`src/sv/isbnv_pkg.sv`:
```
// ============================================================================
// isbnv_pkg
// Shared types, character codes and checksum helpers for the ISBN-10 checker
// ============================================================================
package isbnv_pkg;

    // character codes
    localparam logic [7:0] CH_DASH = 8'd45;
    localparam logic [7:0] CH_X    = 8'd88;
    localparam logic [7:0] CH_ZERO = 8'd48;
    localparam logic [7:0] CH_NINE = 8'd57;

    // limits of the string format
    localparam logic [3:0] POS_LIMIT    = 4'd13;
    localparam logic [3:0] SYMBOL_COUNT = 4'd10;
    localparam logic [3:0] SYMBOL_CAP   = 4'd11;
    localparam logic [2:0] DASH_COUNT   = 3'd3;
    localparam logic [2:0] DASH_CAP     = 3'd4;
    localparam logic [3:0] DASH0_MIN    = 4'd1;
    localparam logic [3:0] DASH0_MAX    = 4'd5;
    localparam logic [3:0] GAP_MIN      = 4'd2;
    localparam logic [3:0] GAP1_MAX     = 4'd8;
    localparam logic [3:0] GAP2_MAX     = 4'd7;
    localparam logic [3:0] X_VALUE      = 4'd10;
    localparam logic [3:0] MOD_BASE     = 4'd11;

    // one accepted character with its end-of-string mark
    typedef struct packed {
        logic [7:0] code;
        logic       last;
    } isbnv_char_t;

    // value below 121 reduced modulo 11: reciprocal 187/2048 gives the quotient
    function automatic logic [3:0] mod11(input logic [6:0] x);
        logic [14:0] prod;
        logic [3:0]  q;
        logic [6:0]  r;
        prod = 15'(x) * 15'd187;
        q    = prod[14:11];
        r    = x - (7'(q) * 7'(MOD_BASE));
        return r[3:0];
    endfunction

endpackage

```
`src/sv/isbnv_tracker.sv`:
```
// ============================================================================
// isbnv_tracker
// Per-string state: position, dash positions, symbol count and mod-11 residue
// ============================================================================
module isbnv_tracker
    import isbnv_pkg::*;
(
    input  logic        clk,
    input  logic        rst_n,
    input  logic        step,
    input  isbnv_char_t ch,
    output logic        verdict
);

    logic [3:0] pos_reg,      pos_next;
    logic       overlong_reg, overlong_next;
    logic       bad_reg,      bad_next;
    logic [2:0] dcnt_reg,     dcnt_next;
    logic [3:0] dpos_reg  [3];
    logic [3:0] dpos_next [3];
    logic [3:0] scnt_reg,     scnt_next;
    logic [3:0] res_reg,      res_next;

    logic       is_digit;
    logic       is_sym;
    logic [3:0] sym_val;
    logic [3:0] weight;
    logic [6:0] wsum;
    logic       in_range;
    logic [3:0] gap1;
    logic [3:0] gap2;

    // character classes and weighted term
    assign is_digit = (ch.code >= CH_ZERO) && (ch.code <= CH_NINE);
    assign is_sym   = is_digit || ((ch.code == CH_X) && ch.last);
    assign sym_val  = is_digit ? ch.code[3:0] : X_VALUE;
    assign weight   = SYMBOL_COUNT - scnt_reg;
    assign wsum     = 7'(res_reg) + (7'(sym_val) * 7'(weight));
    assign in_range = !overlong_reg && (pos_reg < POS_LIMIT);

    // next state for one character
    always_comb
    begin
        pos_next      = pos_reg;
        overlong_next = overlong_reg;
        bad_next      = bad_reg;
        dcnt_next     = dcnt_reg;
        dpos_next     = dpos_reg;
        scnt_next     = scnt_reg;
        res_next      = res_reg;
        if (!in_range)
        begin
            overlong_next = 1'b1;
        end
        else
        begin
            if (is_sym)
            begin
                if (scnt_reg < SYMBOL_COUNT)
                begin
                    res_next = mod11(wsum);
                end
                if (scnt_reg < SYMBOL_CAP)
                begin
                    scnt_next = scnt_reg + 4'd1;
                end
            end
            else if (ch.code == CH_DASH)
            begin
                if (dcnt_reg < DASH_COUNT)
                begin
                    dpos_next[dcnt_reg[1:0]] = pos_reg;
                end
                if (dcnt_reg < DASH_CAP)
                begin
                    dcnt_next = dcnt_reg + 3'd1;
                end
            end
            else
            begin
                bad_next = 1'b1;
            end
            pos_next = pos_reg + 4'd1;
        end
    end

    // judgement on the updated state, last index is the current position
    assign gap1 = dpos_next[1] - dpos_next[0];
    assign gap2 = dpos_next[2] - dpos_next[1];

    always_comb
    begin
        verdict = !bad_next && !overlong_next && (dcnt_next == DASH_COUNT)
                  && (dpos_next[0] >= DASH0_MIN) && (dpos_next[0] <= DASH0_MAX)
                  && (dpos_next[1] > dpos_next[0]) && (dpos_next[2] > dpos_next[1])
                  && (gap1 >= GAP_MIN) && (gap1 <= GAP1_MAX)
                  && (gap2 >= GAP_MIN) && (gap2 <= GAP2_MAX)
                  && ((5'(dpos_next[2]) + 5'd1) == 5'(pos_reg))
                  && (scnt_next == SYMBOL_COUNT)
                  && (res_next == 4'd0);
    end

    // state registers, cleared after the last character of each string
    always_ff @(posedge clk or negedge rst_n)
    begin
        if (!rst_n)
        begin
            pos_reg      <= '0;
            overlong_reg <= 1'b0;
            bad_reg      <= 1'b0;
            dcnt_reg     <= '0;
            dpos_reg     <= '{default: '0};
            scnt_reg     <= '0;
            res_reg      <= '0;
        end
        else if (step)
        begin
            if (ch.last)
            begin
                pos_reg      <= '0;
                overlong_reg <= 1'b0;
                bad_reg      <= 1'b0;
                dcnt_reg     <= '0;
                dpos_reg     <= '{default: '0};
                scnt_reg     <= '0;
                res_reg      <= '0;
            end
            else
            begin
                pos_reg      <= pos_next;
                overlong_reg <= overlong_next;
                bad_reg      <= bad_next;
                dcnt_reg     <= dcnt_next;
                dpos_reg     <= dpos_next;
                scnt_reg     <= scnt_next;
                res_reg      <= res_next;
            end
        end
    end

endmodule

```
`src/sv/isbn10_hyphenated_validator_core.sv`:
```
// ============================================================================
// isbn10_hyphenated_validator_core
// Hyphenated ISBN-10 checker, one character per transfer, one result per string
// ============================================================================
//
//  channel | dir | signals                         | content
//  --------+-----+---------------------------------+------------------------------
//  s       | in  | s_tvalid s_tready s_tdata s_tlast | one character, tlast ends string
//  m       | out | m_tvalid m_tready m_tdata         | valid bit, one per string
//
// One character per cycle while no waiting result stalls a last character: an input
// register feeds the state update, and the verdict loads into an output register
// as the last character leaves the input register. Both registers lie between the
// last character's transfer and the verdict's transfer.
// Reset clears all string state and both stage valid bits.
// A waiting result only stalls a last character; other characters keep moving.
//
module isbn10_hyphenated_validator_core
    import isbnv_pkg::*;
(
    input  logic       clk,
    input  logic       rst_n,
    input  logic       s_tvalid,
    output logic       s_tready,
    input  logic [7:0] s_tdata,   // [7:0] char_code
    input  logic       s_tlast,   // is_last
    output logic       m_tvalid,
    input  logic       m_tready,
    output logic [7:0] m_tdata    // [0] valid_res, [7:1] zero
);

    logic        in_valid_reg;
    isbnv_char_t in_char_reg;
    logic        out_valid_reg;
    logic        out_res_reg;
    logic        out_free;
    logic        advance;
    logic        verdict;

    // stage handshake
    assign out_free = !out_valid_reg || m_tready;
    assign advance  = in_valid_reg && (!in_char_reg.last || out_free);
    assign s_tready = !in_valid_reg || advance;

    // input register
    always_ff @(posedge clk or negedge rst_n)
    begin
        if (!rst_n)
        begin
            in_valid_reg <= 1'b0;
        end
        else if (s_tvalid && s_tready)
        begin
            in_valid_reg <= 1'b1;
        end
        else if (advance)
        begin
            in_valid_reg <= 1'b0;
        end
    end

    always_ff @(posedge clk)
    begin
        if (s_tvalid && s_tready)
        begin
            in_char_reg.code <= s_tdata;
            in_char_reg.last <= s_tlast;
        end
    end

    // per-string state and judgement
    isbnv_tracker u_tracker (
        .clk     (clk),
        .rst_n   (rst_n),
        .step    (advance),
        .ch      (in_char_reg),
        .verdict (verdict)
    );

    // result register
    always_ff @(posedge clk or negedge rst_n)
    begin
        if (!rst_n)
        begin
            out_valid_reg <= 1'b0;
        end
        else if (advance && in_char_reg.last)
        begin
            out_valid_reg <= 1'b1;
        end
        else if (m_tready)
        begin
            out_valid_reg <= 1'b0;
        end
    end

    always_ff @(posedge clk)
    begin
        if (advance && in_char_reg.last)
        begin
            out_res_reg <= verdict;
        end
    end

    assign m_tvalid = out_valid_reg;
    assign m_tdata  = {7'd0, out_res_reg};

endmodule
```
`config.mk`:
```
export PLATFORM = sky130hd
export DESIGN_NAME = isbn10_hyphenated_validator_core
export DESIGN_NICKNAME = d
export VERILOG_FILES = /design/src/sv/isbnv_pkg.sv /design/src/sv/isbnv_tracker.sv /design/src/sv/isbn10_hyphenated_validator_core.sv
export SDC_FILE = /design/constraint.sdc
export NUM_CORES = 1
export LEC_CHECK = 0
export ABC_AREA = 1
export BUFFER_PORTS_ARGS = -buffer_cell sky130_fd_sc_hd__buf_2
export CAP_MARGIN = 15
export CELL_PAD_IN_SITES_DETAIL_PLACEMENT = 0
export CELL_PAD_IN_SITES_GLOBAL_PLACEMENT = 2
export CORE_MARGIN = 2
export CORE_UTILIZATION = 34
export CTS_CLUSTER_DIAMETER = 40
export DETAILED_ROUTE_END_ITERATION = 8
export GPL_ROUTABILITY_DRIVEN = 0
export PLACE_DENSITY = 0.89
export SLEW_MARGIN = 20
export SYNTH_ARGS = -nofsm -noshare
export SYNTH_HDL_FRONTEND = slang
export SYNTH_SLANG_ARGS = --single-unit
```
`constraint.sdc`:
```
create_clock -name clk -period 8.5 [get_ports clk]
set_input_delay 1.275 -clock clk [delete_from_list [all_inputs] [get_ports clk]]
set_output_delay 1.275 -clock clk [all_outputs]
set_load 0.03 [all_outputs]
```
# After elaboration in Yosys (flattened, before gate mapping)
# Cells that the tools add are included.
# word_totals
reg_bits	41
inputBits	13
output_inout_bits	10
wordCells	118
# classes
n_addsub	9
multipliers	3
order_cmp	17
eq_ne	5
n_mux	34
bitwise	1
n_reduce_logical	35
# ops
op	n
two-way mux 12 bit	5
two-way mux 4 bit	12
logical AND 1 bit	20
multiplier 7 x 8 -> 15 bit, second input constant	1
two-way mux 3 bit	5
bitwise mux 12 bit	1
< comparator 4 bit, second input constant	3
subtractor 4 bit	3
two-way mux 1 bit	10
adder 4 x 1 -> 4 bit, second input constant	2
demux 4 bit (select 2 bit)	1
equality test 8 x 6 -> 1 bit, second input constant	1
equality test 8 x 7 -> 1 bit, second input constant	1
greater-or-equal comparator 4 x 2 -> 1 bit, second input constant	2
greater-or-equal comparator 8 x 6 -> 1 bit, second input constant	1
> comparator 4 bit	2
<= comparator 4 x 3 -> 1 bit, second input constant	2
<= comparator 8 x 6 -> 1 bit, second input constant	1
adder 4 x 7 -> 7 bit	1
multiplier 4 x 4 -> 7 bit	1
logical NOT 1 bit	6
nonzero test 2 bit	3
adder 4 x 1 -> 5 bit, second input constant	1
equality test 5 x 4 -> 1 bit	1
other kinds (15)	18

# Logic depth before layout (Yosys ltp)
# Gate-level depths: netlist of run 1.
# depth
ltp_word	22
mapped_depth	51
depth_no_buf	51

# Cells and area by module
# From an unflattened synthesis of run 1, not the netlist that was laid out.
# unflattened
hier_cells	616
hier_area_um2	4719.5
# by_module_without_submodules
mod	instances	cells_per_inst	area_per_inst_um2	seq_area_each_um2
isbnv_tracker	1	582	4245.3	725.7
isbn10_hyphenated_validator_core	1	34	474.2	350.3

# Worst setup path before layout of run 1
# OpenSTA, ideal clock, no wires.
# synth_path
path_type	reg-to-reg
from	register u_tracker.scnt_reg[0]
to	register out_res_reg (data pin)
setup_time_ns	0.138
t_arrival_ns	8.565
required_time_ns	8.362
setup_slack_ns	-0.203
stages_incl_launch_ff	42
path_buffers	0
period_less_slack_ns	8.703
path_cell_list	dfrtp_1 > ha_1 > or2_2 > nand2_1 > inv_1 > nand2_1 > fa_1 > fa_1 > fa_1 > inv_1 > ha_1 > a21oi_1 > nand2_1 > nand2_1 > nand2_1 > a21oi_1 > xnor2_1 > inv_1 > (+6 left out) > ha_1 > a21oi_1 > o21ai_0 > nand2_1 > nand3_1 > nand2_1 > nand2_1 > ha_1 > fa_1 > fa_1 > xor2_1 > nand4_1 > nand2_1 > nor3_1 > nand4_1 > nor2_1 > nand4_1 > nor2_1
# synth_via
elab_chain_len	11
word_cells_on_any_way	19
classes_between	add/sub: 4; mul: 3; order compare: 2; eq/ne: 1; mux: 6; reduce/logical: 3
# synth_rtl
element	line_no	rtl
from (decl)	isbnv_tracker.sv:21	logic [3:0] scnt_reg, scnt_next;
from (signal assigned)	isbnv_tracker.sv:135	scnt_reg <= scnt_next;
subtractor 4 bit	isbnv_tracker.sv:37	assign weight = SYMBOL_COUNT - scnt_reg;
multiplier 4 x 4 -> 7 bit	isbnv_tracker.sv:38	assign wsum = 7'(res_reg) + (7'(sym_val) * 7'(weight));
adder 4 x 7 -> 7 bit	isbnv_tracker.sv:38	
multiplier 7 x 8 -> 15 bit	isbnv_pkg.sv:38	prod = 15'(x) * 15'd187;
multiplier 4 x 4 -> 4 bit	isbnv_pkg.sv:40	r = x - (7'(q) * 7'(MOD_BASE));
subtractor 4 bit	isbnv_pkg.sv:40	
two-way mux 4 bit	isbnv_tracker.sv:59	if (scnt_reg < SYMBOL_COUNT)
two-way mux 4 bit	isbnv_tracker.sv:57	if (is_sym)
two-way mux 4 bit	isbnv_tracker.sv:51	if (!in_range)
logical NOT 4 bit	isbnv_tracker.sv:100	&& (res_next == 4'd0);
logical AND 1 bit *	isbnv_tracker.sv:100	
net u_tracker.verdict	isbnv_tracker.sv:12	output logic verdict
to (signal assigned)	isbn10_hyphenated_validator_core.sv:101	out_res_reg <= verdict;
to (decl)	isbn10_hyphenated_validator_core.sv:35	logic out_res_reg;
# Mark *: on every way through the listed nets, which the timed path passes. The rest lies on a longest branch.
# A chain may end at the register's enable or synchronous reset.

# Worst setup path after layout of run 1
# layout_path
from	register u_tracker.scnt_reg[1]
to	register out_res_reg (data pin)
# The elaborated chain is that of the path after synthesis.

==> results.py, run 1 <==
metrics = {
    "critical_path": {
        "path_max_fanout": 4,
        "r2r_slack_ps": 150,
        "slowest_delay_ps": 630,
        "worstPathRequired_ps": 8650,
        "r2r-start": "u_tracker.scnt_reg[1]",
        "worst_path_max_delay_cell": "fa_2",
        "critical_path_class": "reg -> reg",
        "crit_family": "adder cells",
        "worstSetupStartpointType": "register",
        "startpoint": "u_tracker.scnt_reg[1]",
        "critPathBufInv": 8,
        "end_kind": "register",
        "crit_arrival_ps": 8500,
    },
    "drt": {
        "wl_um": 11200,
        "drtIter0Drc": 207,
        "ant_nets": 0,
        "drc": 0,
        "avgViaCountPerCell": 4.76,
        "num_vias": 4258,
        "routedWlPerCell_um": 12.6,
        "dr.pass1.iters": 4,
    },
    "synth": {
        "synth_fa_ha_area_share_pct": 28.8,
        "synth-simple-area-share_pct": 23.7,
        "synth.avg_cell_area_um2": 7.47,
        "synth.top_cell.area_share_pct": 18.0,
        "synth.area.mux_share_pct": 0,
        "yosys_warnings": 0,
        "synth_top_family_by_area": "adder cells",
        "synthXorXnorAreaFrac_pct": 2.74,
        "synthArstFlopShare_pct": 75.6,
        "netlist_top_cells_count": "139 x inv_1, 139 x nand2_1, 69 x ha_1",
        "ys_types": 36,
        "synth_flop_cell": "dfrtp_1",
        "synth-seq-area-share_pct": 22.4,
        "synth-edff-count": 10,
        "ys_top_cells_by_area": "ha_1 18%, dfrtp_1 16%, inv_1 11%",
        "syn_inst": 642,
        "ys_ff_latch": 41,
        "netlist_area_mm2": 0.00480,
        "synth_top_area_cell": "ha_1",
        "synth_compound_area_share_pct": 9.34,
    },
    "sta": {
        "setup_slack_ps": 153,
        "fin_crit_sh_pct": 98.2,
        "min_period_ps": 8350,
        "setup_viol": 0,
        "rsz0062_at_grt": "true",
        "report.final.slew_viol_count": 0,
        "skew_ps": 6.51,
        "fmax_mhz": 120,
        "worst_slew_pin_slew_ps": 737,
        "relSlewSlack_pct": 50.8,
        "hold_viol": 0,
        "fin_hold_ws_ps": 502,
    },
    "cts": {
        "holdBufCountCts": 0,
        "cts_root_buffer": "clkbuf_16",
        "clock_sinks": 41,
        "numCtsBuffers": 5,
        "insertion_delay_ps": 290,
        "cts_tree": "built",
        "h-tree-depth": 2,
        "clock_path_buffers": 2,
        "clk_pin_slew_ps": 60,
    },
    "layout": {
        "largest_reg_flops": 12,
        "drive_gt1_share_pct": 22.4,
        "nets": 822,
        "utilization_pct": 43.2,
        "final_area_mm2": 0.00597,
        "synthToLayoutAreaGrowth_pct": 24.4,
        "n_antenna_cell": 0,
    },
    "global_routing": {
        "grt_pass1_vias": 4293,
        "antenna_found_initial": 0,
        "grt_pass1_wl_um": 18900,
        "overflow": 0,
        "grt_max_degree": 32,
        "grt_use_total_pct": 15.6,
    },
    "placed_design": {
        "place_area_mm2": 0.00539,
        "port_buffers": 15,
        "pre_cts_slack_ps": -384,
        "dp_hpwl_um": 8870,
    },
    "run": {
        "cap_viol_max_count": 0,
    },
    "hold_path": {
        "hp-start": "u_tracker.res_reg[3]",
        "hp-class": "reg -> reg",
    },
    "die": {
        "die_area_mm2": 0.0151,
        "fp-row-count": 43,
        "die_width_um": 123,
        "die_h_um": 123,
        "ios": 23,
        "core_mm2": 0.0138,
        "start_util_pct": 34.7,
    },
    "status": {
        "status": "complete, no violations",
    },
}
-- cell type report --
type | count | area (um^2)
multi-input cells | 452 | 3480
inverters | 143 | 538
fillers | 1379 | 7860
clock buffers | 6 | 129
flip-flops and latches | 41 | 1080
well taps | 180 | 225
clock inverters | 2 | 15.0
repair buffers | 71 | 503
-- cell families after synthesis --
| group | Yosys count |
|---|---|
| AO/OA/AOI/OAI | 78 |
| XOR/XNOR | 15 |
| adder cells (fa/ha/maj) | 95 |
| buffers and inverters | 155 |
| flip-flops | 41 |
| other | 1 |
| AND/OR/NAND/NOR | 257 |
-- routing by layer --
layer  up-vias  GRT usage [%]  wire, um
li1       2186              -         -
met1      2004           18.8      5020
met2        52           28.8      5780
met3        16           1.81       241
met4         0           4.38       194
met5         -              0         0
-- final timing paths --
path	endpoint	cells past startpoint
worst max-delay path	out_res_reg	42
worst min-delay path	u_tracker.res_reg[3]	2
worst max register to register	out_res_reg	42
worst min register to register	u_tracker.res_reg[3]	2
max in group asynchronous	u_tracker.dcnt_reg[1]	1
min in group asynchronous	u_tracker.dpos_reg[4]	1
-- worst reg2reg max path, delay by kind of cell, from the launching register on --
| kind | cells | cell delay, ps |
|---|---|---|
| xor+xnor | 2 | 330 |
| fa+ha+maj | 12 | 4960 |
| buf+inv | 8 | 590 |
| simple gates | 18 | 1640 |
| compound gates | 2 | 300 |
| flops | 1 | 390 |
-- layout by cell type (no fill, tap or decap), types with 2 or more instances in the layout --
cell	n
clkinvlp_4	2
o21ai_0	22
o21ai_2	7
buf_4	54
fa_1	24
nor2_1	43
a21oi_4	3
xnor2_1	6
buf_2	15
xor2_1	8
o22ai_1	15
nand4_1	15
edfxtp_1	10
dfrtp_1	31
nand3_1	38
nor2_4	5
nand2_1	121
buf_6	2
o21ai_1	5
nand2_2	17
a22o_1	2
clkbuf_16	5
a21oi_1	16
nand3b_1	4
nand2_4	4
inv_1	130
a21oi_2	5
fa_2	2
inv_2	12
ha_4	14
ha_1	54
conb_1	7
nand3_2	5
-- stage by stage --
stage | cells | setup TNS (ps)
floorplan | 648 | 0
detailed placement | 874 | -562
global route | 895 | -346
CTS | 889 | 0
global placement | 874 | -160
finish | 895 | 0
-- timing repair --
item,in CTS,in global routing
endpoints found under the hold margin,0,0
pin swaps,24,47
gates resized for setup,25,52
buffers inserted,7,6
endpoints found under the setup margin,2,4
Power of run 1 is left out: the tool's default activity adds up to more than one toggle a clock period on the data nets, which glitch-free logic cannot reach.
==> run 2, diff against run 1 <==
- REMOVE_ABC_BUFFERS: not set -> 1
==> results.py, run 2 (synthesis gave the netlist of run 1 again) <==
metrics = {
    "status": {
        "status": "complete, no violations",
    },
    "sta": {
        "fmax_mhz": 119,
        "hold_viol": 0,
        "skew_ps": 4.50,
        "worst_slew_pin_slew_ps": 721,
        "fin_crit_sh_pct": 99.2,
        "relSlewSlack_pct": 51.9,
        "setup_viol": 0,
        "report.final.slew_viol_count": 0,
        "rsz0062_at_grt": "true",
        "min_period_ps": 8430,
        "fin_setup_tns_ps": 0,
    },
    "global_routing": {
        "grt_use_total_pct": 15.6,
        "grt_max_degree": 32,
        "overflow": 0,
        "grt_pass1_wl_um": 18900,
        "antenna_found_initial": 0,
        "grt_pass1_vias": 4258,
    },
    "die": {
        "start_util_pct": 34.7,
        "ios": 23,
        "fp-row-count": 43,
        "die_area_mm2": 0.0151,
        "core_mm2": 0.0138,
        "die_width_um": 123,
        "die_h_um": 123,
    },
    "drt": {
        "dr.pass1.iters": 4,
        "drc": 0,
        "routedWlPerCell_um": 12.3,
        "num_vias": 4211,
        "ant_nets": 0,
        "avgViaCountPerCell": 4.71,
        "drtIter0Drc": 144,
        "wl_um": 11000,
    },
    "cts": {
        "cts_tree": "built",
        "clk_pin_slew_ps": 60,
        "numCtsBuffers": 5,
        "clock_sinks": 41,
        "cts_root_buffer": "clkbuf_16",
        "h-tree-depth": 2,
        "clock_path_buffers": 2,
        "insertion_delay_ps": 280,
    },
    "hold_path": {
        "hp-class": "reg -> reg",
    },
    "layout": {
        "final.fill_count": 1406,
        "nets": 822,
        "drive_gt1_share_pct": 22.1,
        "layout_commonest_cell": "inv_1",
        "largest_reg_flops": 12,
        "layout_common_cells": "131 x inv_1, 123 x nand2_1, 56 x ha_1, 54 x buf_4, 41 x nor2_1",
        "n_antenna_cell": 0,
        "synthToLayoutAreaGrowth_pct": 24.3,
    },
    "critical_path": {
        "crit_family": "adder cells",
        "crit_arrival_ps": 8470,
        "cp-endpoint": "out_res_reg",
        "critical_path_class": "reg -> reg",
        "cpMostUsedCell": "fa_1",
        "worstPathRequired_ps": 8550,
        "crit_cells": 42,
        "r2r-end": "out_res_reg",
        "r2r_slack_ps": 70,
        "worst_path_max_delay_cell": "fa_1",
        "startpoint": "u_tracker.scnt_reg[1]",
        "slowest_delay_ps": 570,
        "worstSetupStartpointType": "register",
        "path_max_fanout": 4,
        "critPathBufInv": 6,
        "end_kind": "register",
        "r2r_cells": 42,
        "r2r-start": "u_tracker.scnt_reg[1]",
    },
    "run": {
        "cap_viol_max_count": 0,
    },
    "placed_design": {
        "dp_hpwl_um": 8870,
        "port_buffers": 15,
    },
}
run 2: per-layer routing:
metal  up-vias  global-route usage (%)  part of all wire, %
li1       2176                       -                    -
met1      1970                    19.1                   44
met2        55                    29.0                   52
met3        10                    1.53                  2.0
met4         0                    3.66                  1.2
met5         -                       0                    0
run 2: worst min-delay path by stage:
stage	slack, ps	from	endpoint	depth (start not counted)
CTS	490	u_tracker.res_reg[3]	u_tracker.res_reg[3]	2
global placement	470	u_tracker.res_reg[3]	u_tracker.res_reg[3]	2
global route	540	u_tracker.res_reg[3]	u_tracker.res_reg[3]	2
floorplan	450	u_tracker.res_reg[3]	u_tracker.res_reg[3]	2
detailed placement	480	u_tracker.res_reg[3]	u_tracker.res_reg[3]	2
finish	480	u_tracker.res_reg[3]	u_tracker.res_reg[3]	2
run 2: final cells by class:
cell class              count  area (um^2)  area share, %
inverters                 143          538           9.02
clock inverters             2         38.8          0.651
multi-input cells         452         3450           57.9
clock buffers               6          129           2.16
well taps                 180          225           3.78
flip-flops and latches     41         1080           18.0
repair buffers             71          503           8.44
run 2: worst register-to-register path, delay by kind of cell (launching register included):
family / cells / cell delay, ps
fa+ha+maj: 12 / 4890
simple gates: 18 / 1480
compound gates: 4 / 640
buf+inv: 6 / 470
flops: 1 / 400
xor+xnor: 2 / 310
run 2: through the flow:
step                hold WS [ps]  std cells  util [%]  setup slack [ps]  instance area (um^2)
CTS                          488        889      41.5              20.1                  5740
global placement             468        877      38.9              -323                  5380
floorplan                    449        636         -              -203                  4740
finish                       479        895      43.1              71.1                  5960
detailed placement           475        877      38.9              -568                  5380
global route                 540        895      43.1              -373                  5960
run 2: repair_timing:
item / in CTS / in global routing
hold buffers: 0 / 0
setup buffers: 4 / 6
pin swaps: 19 / 37
resized for setup: 31 / 46
endpoints found under the setup margin: 4 / 4
Power of run 2 is left out for the same reason.
